File: config.mk
export PLATFORM = sky130hd
export DESIGN_NAME = dflt_divsqrt
export DESIGN_NICKNAME = d
export VERILOG_FILES = /design/src/hdl/dflt_pkg.sv /design/src/hdl/dflt_divsqrt.sv
export SDC_FILE = /design/constraint.sdc
export NUM_CORES = 1
export LEC_CHECK = 0
export BUFFER_PORTS_ARGS = -buffer_cell sky130_fd_sc_hd__buf_4
export CAP_MARGIN = 20
export CORE_ASPECT_RATIO = 1.4
export CORE_UTILIZATION = 50
export CTS_CLUSTER_DIAMETER = 80
export DETAILED_ROUTE_END_ITERATION = 8
export PLACE_DENSITY = 0.73
export SYNTH_ARGS = -nofsm -noshare
export SYNTH_HDL_FRONTEND = slang
export SYNTH_SLANG_ARGS = --single-unit
File: constraint.sdc
create_clock -name clk -period 9.45 [get_ports clk]
set_input_delay 1.89 -clock clk [delete_from_list [all_inputs] [get_ports clk]]
set_output_delay 1.89 -clock clk [all_outputs]
set_load 0.005 [all_outputs]
File: src/hdl/dflt_pkg.sv
package dflt_pkg;

  localparam int FRAC_BITS  = 20;
  localparam int MAX_POINTS = 4096;
  localparam int UNIT_BITS  = 26;
  localparam int PNUM_W     = $clog2(MAX_POINTS);
  localparam int LIMIT_W    = PNUM_W + 1;

  // positions at or below this magnitude do not move
  localparam int ZERO_LSB = (1 << FRAC_BITS) / 100000;

  // iteration counts of the shared divide / root unit
  localparam int DIV_STEPS  = 27;
  localparam int SQRT_STEPS = 32;

  localparam int CFG_W = 31;
  localparam int IDX_W = 3;

  localparam logic [IDX_W-1:0] REG_AXIS_X       = 3'd0;
  localparam logic [IDX_W-1:0] REG_AXIS_Y       = 3'd1;
  localparam logic [IDX_W-1:0] REG_STEP_SIZE    = 3'd2;
  localparam logic [IDX_W-1:0] REG_MAX_DISTANCE = 3'd3;
  localparam logic [IDX_W-1:0] REG_POINT_LIMIT  = 3'd4;

  typedef struct packed {
    logic go;
    logic op_sqrt;
  } dflt_req_t;

  typedef struct packed {
    logic        done;
    logic [32:0] res;
  } dflt_resp_t;

endpackage

File: src/hdl/dflt_divsqrt.sv
module dflt_divsqrt import dflt_pkg::*; (
  input  logic        clk,
  input  logic        rst,
  input  dflt_req_t   req,
  input  logic [63:0] num,
  input  logic [32:0] den,
  output dflt_resp_t  resp
);

  localparam int CNT_W = $clog2(SQRT_STEPS);

  logic             busy;
  logic             done;
  logic             op_sqrt;
  logic [CNT_W-1:0] cnt;
  logic             last_step;

  // root: remainder and partial root
  logic [63:0] sq_x;
  logic [63:0] sq_r;
  logic [63:0] bit_b;
  logic [64:0] trial;
  logic        sq_take;

  // divide: partial remainder, dividend bits still to come, quotient
  logic [32:0]          rem;
  logic [DIV_STEPS-1:0] nsh;
  logic [DIV_STEPS-1:0] quo;
  logic [32:0]          den_q;
  logic [33:0]          dtrial;
  logic [33:0]          ddiff;
  logic                 d_take;

  assign bit_b   = 64'd1 << (6'(2 * SQRT_STEPS - 2) - {cnt, 1'b0});
  assign trial   = {1'b0, sq_r} + {1'b0, bit_b};
  assign sq_take = {1'b0, sq_x} >= trial;

  assign dtrial = {rem, nsh[DIV_STEPS-1]};
  assign ddiff  = dtrial - {1'b0, den_q};
  assign d_take = dtrial >= {1'b0, den_q};

  assign last_step = op_sqrt ? (cnt == CNT_W'(SQRT_STEPS - 1))
                             : (cnt == CNT_W'(DIV_STEPS - 1));

  always_ff @(posedge clk) begin
    if (rst) begin
      busy <= 1'b0;
      done <= 1'b0;
      cnt  <= '0;
    end else begin
      done <= busy && !req.go && last_step;
      if (req.go) begin
        busy <= 1'b1;
        cnt  <= '0;
      end else if (busy) begin
        cnt <= cnt + 1'b1;
        if (last_step) begin
          busy <= 1'b0;
        end
      end
    end
  end

  always_ff @(posedge clk) begin
    if (req.go) begin
      op_sqrt <= req.op_sqrt;
      sq_x    <= num;
      sq_r    <= '0;
      // quotient fits in DIV_STEPS bits, so the high part is already below den
      rem     <= num[DIV_STEPS+32:DIV_STEPS];
      nsh     <= num[DIV_STEPS-1:0];
      quo     <= '0;
      den_q   <= den;
    end else if (busy) begin
      if (op_sqrt) begin
        if (sq_take) begin
          sq_x <= sq_x - trial[63:0];
          sq_r <= (sq_r >> 1) + bit_b;
        end else begin
          sq_r <= sq_r >> 1;
        end
      end else begin
        rem <= d_take ? ddiff[32:0] : dtrial[32:0];
        nsh <= nsh << 1;
        quo <= {quo[DIV_STEPS-2:0], d_take};
      end
    end
  end

  assign resp.done = done;
  assign resp.res  = op_sqrt ? sq_r[32:0] : {{(33 - DIV_STEPS){1'b0}}, quo};

endmodule
==> reports/qor.txt, run 1 <==
Status -> finished, final reports clean
Synth area leaders -> edfxtp_1 (23%), ha_1 (10%), dfxtp_1 (9.3%)
Fin. max-slew vios -> 0
Worst EP arrival -> 7510 ps
Share of the synthesized area in the top cell type -> 22.51%
CP Launch Type -> flop
Hold Violations, Final -> 0
Leak pwr -> 9.258 nW
Worst path bufs/invs -> 2
Die width -> 175.5 µm
Worst path slowest cell -> a21o_2
TNS Setup -> 0 ps
Post-route cell area -> 23260 µm²
Initial core utilization -> 50.92%
Global-route wire length before repair -> 99570 µm
Drt wl/cell -> 20.38 µm
Initial antenna violation count -> 0
Cells after Synth -> 2529
Vias post-DR -> 19440
GRT Util Overall -> 29.19%
CP max stage delay -> 840 ps
Total wire length -> 63830 µm
CORE AREA -> 41400 µm²
Row Count -> 88
Vias per cell -> 6.208
Maxcap violations -> 0
GPL Wtd Cong -> 0.9822
DP Wirelength -> 48980 µm
Worst setup path startpoint -> cnt[0]$_SDFFE_PP0P_
Async S/R FF share, synth -> 0%
RR Startpoint -> cnt[0]$_SDFFE_PP0P_
Crit path max-delay family -> compound AO/OA/AOI/OAI gates
Total gr overflow -> 0
Postcts setup bufs -> 0
Main synth FF type -> edfxtp_1
CP Data Required Time -> 9710 ps
Ant diodes -> 0
Post-CTS resize count -> 0
Vias in the first global route -> 18780
Post-synth EDFFs -> 158
Hold path startpoint -> quo[0]$_SDFFE_PP0P_
DRC violation count after routing -> 0
Seq/Total Area, Yosys -> 31.82%
Syn nets -> 2801
Clock Tree Buf Depth -> 3
Placed Instance Area -> 22330 µm²
Count of clock tree sinks -> 256
1st-pass router iterations -> 5
Chip height -> 244.9 µm
Die Area -> 42990 µm²
Area grow syn2layout -> 10.37%
Core Util, Final -> 56.20%
Peak Freq -> 0.1379 GHz
Cts hold-fix bufs -> 0
# nets final -> 2841
Max VDD drop -> 0.2013 mV
Layout cell share with drive strength beyond 1 -> 10.84%
Post-synthesis area per instance -> 8.335 µm²
Clock latency on the worst-skew pair -> 590 ps
CTS Buf Count -> 29
Crit end category -> flop
Fillers -> 3880
Root Buffer -> clkbuf_16
Cell Area, Synth -> 21080 µm²
Antenna-violating nets left -> 0
Tightest Pin Transition -> 1036 ps
Largest net degree at the start of global routing -> 88
Final hold slack -> 475.1 ps
# setup viols final -> 0
Yosys warns -> 0
Worst Hold Class -> flop to flop
Clock skew -> 29.34 ps
Overall power -> 4.734 mW
Synth Register Bits -> 256
I/O Buffers -> 134
Critical path class -> flop to flop
CP max FO -> 43
Tmin final -> 7254 ps
Yosys top cell by area -> edfxtp_1
Initial drt markers -> 1426
Distinct cells, synth -> 79
Crit share post-route -> 76.76%
CTS clock-pin slew for the worst setup and hold paths -> 80 ps
RSZ-0062 raised after global routing -> no
PwrDens -> 203.5 nW/µm²
Slew HR -> 30.96%
H-tree depth -> 1
Clock tree from TritonCTS -> done
I/O pin count -> 135
## sequential cells by signal, summed over array words and instances (netlist names), 5 cells and up
signal and count:
cnt 5, den_q 33, nsh 27, quo 27, rem 33, sq_r 64
sq_x 64
## worst min-delay path, stage by stage (launching register included)
cell	delay, ps
dfxtp_1	330
nand2_1	60
o31ai_1	50
## cell type report
cell class                      instances  area [µm²]  share of cell area, %
Clock buffer                           35       769.5                  3.308
Sequential cell                       256        6706                  28.83
Multi-Input combinational cell       2004       13330                  57.31
Timing Repair Buffer                  149        1126                  4.840
Inverter                              129       484.2                  2.081
Tap cell                              540       675.6                  2.904
Clock inverter                         19       170.2                 0.7314
## layout by cell type (no fill, tap or decap), types with 17 or more instances in the layout
cell type	instances
a211oi_1	54
a21o_1	73
a21oi_1	159
a22o_1	28
a31oi_1	79
and2_1	23
and3_1	20
buf_4	148
clkbuf_16	29
dfxtp_1	98
edfxtp_1	158
ha_1	169
inv_1	128
mux2_2	50
nand2_1	267
nand2b_1	26
nand3_1	62
nand4_1	59
nor2_1	193
nor2b_1	22
nor3_1	32
o211ai_1	17
o21a_1	19
o21ai_0	232
o21bai_1	25
o31ai_1	22
or3_1	20
xnor2_1	90
xor2_1	95
## where the power goes
| group | internal (mW) | total, mW | leakage, nW | switching (mW) |
|---|---|---|---|---|
| sequential | 1.40 | 1.53 | 2.37 | 0.125 |
| clock | 0.638 | 1.13 | 0.471 | 0.492 |
| combinational | 0.822 | 2.08 | 6.42 | 1.25 |
## synthesized netlist by cell type (all sizes together), types with 26 or more instances
cell type	count
a21o	75
o21ai	235
clkbuf	115
mux2	50
a22o	28
nand4	59
a211oi	56
xor2	95
dfxtp	98
nor2	194
nand2b	26
ha	169
edfxtp	158
inv	129
nand3	62
xnor2	90
nor3	32
a21oi	161
a31oi	79
nand2	267
## path summary, 6_finish.rpt
kind,cells after the start,to,slack (ps)
setup / recovery,25,sq_x[4]$_DFFE_PP_,2200
hold / removal,2,quo[0]$_SDFFE_PP0P_,480
setup reg to reg,25,sq_x[4]$_DFFE_PP_,2200
hold reg to reg,2,quo[0]$_SDFFE_PP0P_,480
## metrics by stage
stage / worst slack (ps) / std cells
after floorplan: 2613 / 2529
after global placement: 2439 / 3078
after detailed placement: 2316 / 3078
after CTS: 2266 / 3132
after global routing: 1538 / 3132
final: 2196 / 3132
## layer usage
layer  global-route usage (%)  wire (µm)
met4                    15.65       3507
met3                    2.773       2964
met1                    34.76      26070
met2                    51.59      31280
met5                        0          0
## cell families after synthesis
kind of cell,after synthesis,synth area share [%]
and+or+nand+nor,766,17.01
AOI/OAI and AO/OA,825,25.17
xor gates and xnor gates,185,7.687
buffers and inverters,269,5.099
adders and majority gates,171,10.22
muxes,57,3.004
DFF,256,31.82
Power figures use the tool's default switching activity.
==> inputs of run 2 (changes only) <==
--- a/config.mk
+++ b/config.mk
@@ -5,13 +5,14 @@
 export SDC_FILE = /design/constraint.sdc
 export NUM_CORES = 1
 export LEC_CHECK = 0
+export ABC_AREA = 1
 export BUFFER_PORTS_ARGS = -buffer_cell sky130_fd_sc_hd__buf_4
 export CAP_MARGIN = 20
 export CORE_ASPECT_RATIO = 1.4
 export CORE_UTILIZATION = 50
 export CTS_CLUSTER_DIAMETER = 80
 export DETAILED_ROUTE_END_ITERATION = 8
-export PLACE_DENSITY = 0.73
+export PLACE_DENSITY = 0.72
 export SYNTH_ARGS = -nofsm -noshare
 export SYNTH_HDL_FRONTEND = slang
 export SYNTH_SLANG_ARGS = --single-unit
==> constraint.sdc (replaced) <==
create_clock -name clk -period 7.08 [get_ports clk]
set_input_delay 1.416 -clock clk [delete_from_list [all_inputs] [get_ports clk]]
set_output_delay 1.416 -clock clk [all_outputs]
set_load 0.005 [all_outputs]
==> reports/qor.txt, run 2 <==
Initial core utilization -> 50.59%
Most numerous cell in the Yosys netlist -> nand2_1
Async S/R FF share, synth -> 0%
Initial drt markers -> 2017
Root Buffer -> clkbuf_16
Met1 WL -> 32500 µm
Synth Register Bits -> 256
Vias per cell -> 5.715
Clock latency on the worst-skew pair -> 600 ps
Post-synth EDFFs -> 158
Layout cell share with drive strength beyond 1 -> 6.117%
Logic pwr share -> 41.6%
RSZ-0062 raised after global routing -> no
Clock skew -> 26.43 ps
Cell Area, Synth -> 24230 µm²
Leak pwr -> 11.34 nW
Tightest Pin Transition -> 1161 ps
Drt wl/cell -> 19.06 µm
Yosys top cell by area -> edfxtp_1
Synth top cells by count -> nand2_1 (990), inv_1 (505), nor2_1 (377), o21ai_0 (314), a21oi_1 (292)
Ant diodes -> 0
Max VDD drop -> 0.2314 mV
Clock share of power -> 26.4%
Hold path depth -> 2
Routed length on met2 -> 41550 µm
Fillers -> 4893
Post-synthesis area per instance -> 6.438 µm²
Reg area -> 6706 µm²
Worst EP arrival -> 6770 ps
Syn nets -> 4036
Vias in the first global route -> 24820
R2R depth -> 27
Chip height -> 262.5 µm
Slew HR -> 21.81%
Commonest non-fill, non-tap cell in the layout -> nand2_1
Tmin final -> 6351 ps
Fin. max-slew vios -> 0
Multi-input logic area -> 15150 µm²
Critical path class -> flop to flop
Clock Tree Buf Depth -> 3
CTS clock-pin slew for the worst setup and hold paths -> 70 ps
Placed cells -> 4435
Main synth FF type -> edfxtp_1
Yosys warns -> 0
H-tree depth -> 1
Crit end category -> flop
CP max FO -> 63
GRT Util Overall -> 34.00%
Hold Violations, Final -> 0
Worst path slowest cell -> buf_4
Count of clock tree sinks -> 256
CP max stage delay -> 590 ps
Global-route wire length before repair -> 131800 µm
DP Wirelength -> 67590 µm
Fin cells -> 4488
Clock tree from TritonCTS -> done
Die width -> 188.1 µm
DRC violation count after routing -> 0
Worst Hold Class -> flop to flop
Crit share post-route -> 89.70%
Vias post-DR -> 25650
PwrDens -> 228.8 nW/µm²
Cts hold-fix bufs -> 0
Largest net degree at the start of global routing -> 78
Postcts setup bufs -> 0
TNS Setup -> 0 ps
CORE AREA -> 47900 µm²
I/O Buffers -> 134
CTS Buf Count -> 28
Distinct cells, synth -> 51
Row Count -> 95
# nets final -> 4108
CP Launch Type -> flop
Cell mode on critical path -> nand2_1
Sequential share of power -> 32.1%
Total gr overflow -> 0
Status -> finished, final reports clean
# setup viols final -> 0
Most frequent cells in the layout -> nand2_1 (987), inv_1 (504), nor2_1 (377)
Seq/Total Area, Yosys -> 27.67%
Highest routed layer -> met4
Total wire length -> 85530 µm
Switch Pwr -> 2.506 mW
Post-CTS resize count -> 0
Final hold slack -> 476.4 ps
Area grow syn2layout -> 10.22%
GPL Wtd Cong -> 1.073
Cells after Synth -> 3764
CP Data Required Time -> 7500 ps
Maxcap violations -> 0
1st-pass router iterations -> 6
Peak Freq -> 0.1575 GHz
Synth area leaders -> edfxtp_1 (20%), nand2_1 (15%), ha_1 (8.7%)
Sw frac -> 41.01%
Largest regs -> sq_r x64, sq_x x64
Initial antenna violation count -> 0
Die Area -> 49370 µm²
I/O pin count -> 135
Share of the synthesized area in the top cell type -> 19.58%
Internal -> 3.605 mW
Antenna-violating nets left -> 0
Routed wl met3 -> 4359 µm
==> run 2: critical path: cells and delay by family, from the launching register on <==
| kind | cells | cell delay [ps] |
|---|---|---|
| XOR/XNOR | 1 | 180 |
| buffers and inverters | 4 | 980 |
| flip-flops | 1 | 480 |
| AO/OA/AOI/OAI | 9 | 1930 |
| AND/OR/NAND/NOR | 10 | 1610 |
| adder cells (fa/ha/maj) | 3 | 950 |
==> run 2: final cells by class <==
cell class,instances,area share (%)
Timing Repair Buffer,152,4.370
Inverter,510,7.167
Multi-Input combinational cell,2888,56.71
Clock buffer,39,2.984
Clock inverter,13,0.7120
Sequential cell,256,25.11
Tap cell,630,2.951
==> run 2: routing by layer <==
metal / vias to the layer above / global-route usage, %
li1: 12610 / -
met1: 11820 / 37.88
met2: 900 / 59.75
met3: 313 / 3.352
met4: 0 / 25.16
met5: - / 0
==> run 2: power by group through the flow <==
stage | clock (mW) | combinational (mW) | sequential (mW)
floorplan | 0 | 1.84 | 1.91
global placement | 0 | 2.46 | 1.98
detailed placement | 0 | 2.47 | 1.98
CTS | 1.63 | 2.49 | 1.95
global route | 1.68 | 2.81 | 1.98
finish | 1.61 | 2.54 | 1.96
==> run 2: final timing paths <==
path                                            from               endpoint  slack [ps]
worst max-delay path             cnt[2]$_SDFFE_PP0P_  sq_r[52]$_SDFFE_PP0P_         730
worst min-delay path            quo[26]$_SDFFE_PP0P_   quo[26]$_SDFFE_PP0P_         480
worst max register to register   cnt[2]$_SDFFE_PP0P_  sq_r[52]$_SDFFE_PP0P_         730
worst min register to register  quo[26]$_SDFFE_PP0P_   quo[26]$_SDFFE_PP0P_         480
==> run 2: per-stage QoR <==
step | worst slack, ps | power, mW | util, % | area [µm²]
2_1_floorplan | 1006 | 3.752 | - | 24230
3_3_place_gp | 1005 | 4.438 | 53.67 | 25710
3_5_place_dp | 911.0 | 4.456 | 53.67 | 25710
4_1_cts | 868.4 | 6.071 | 55.73 | 26700
5_1_grt | 200.6 | 6.469 | 55.76 | 26710
6_report | 729.2 | 6.111 | 55.76 | 26710
==> run 2: cell families (layout without fill, tap and decap cells) <==
logic type / after synthesis / count (layout) / share of synthesized area (%)
compound gates: 788 / 788 / 17.80
xor+xnor: 152 / 152 / 5.493
fa+ha+maj: 171 / 171 / 8.891
buf+inv: 620 / 714 / 9.897
flops: 256 / 256 / 27.67
simple gates: 1777 / 1777 / 30.25
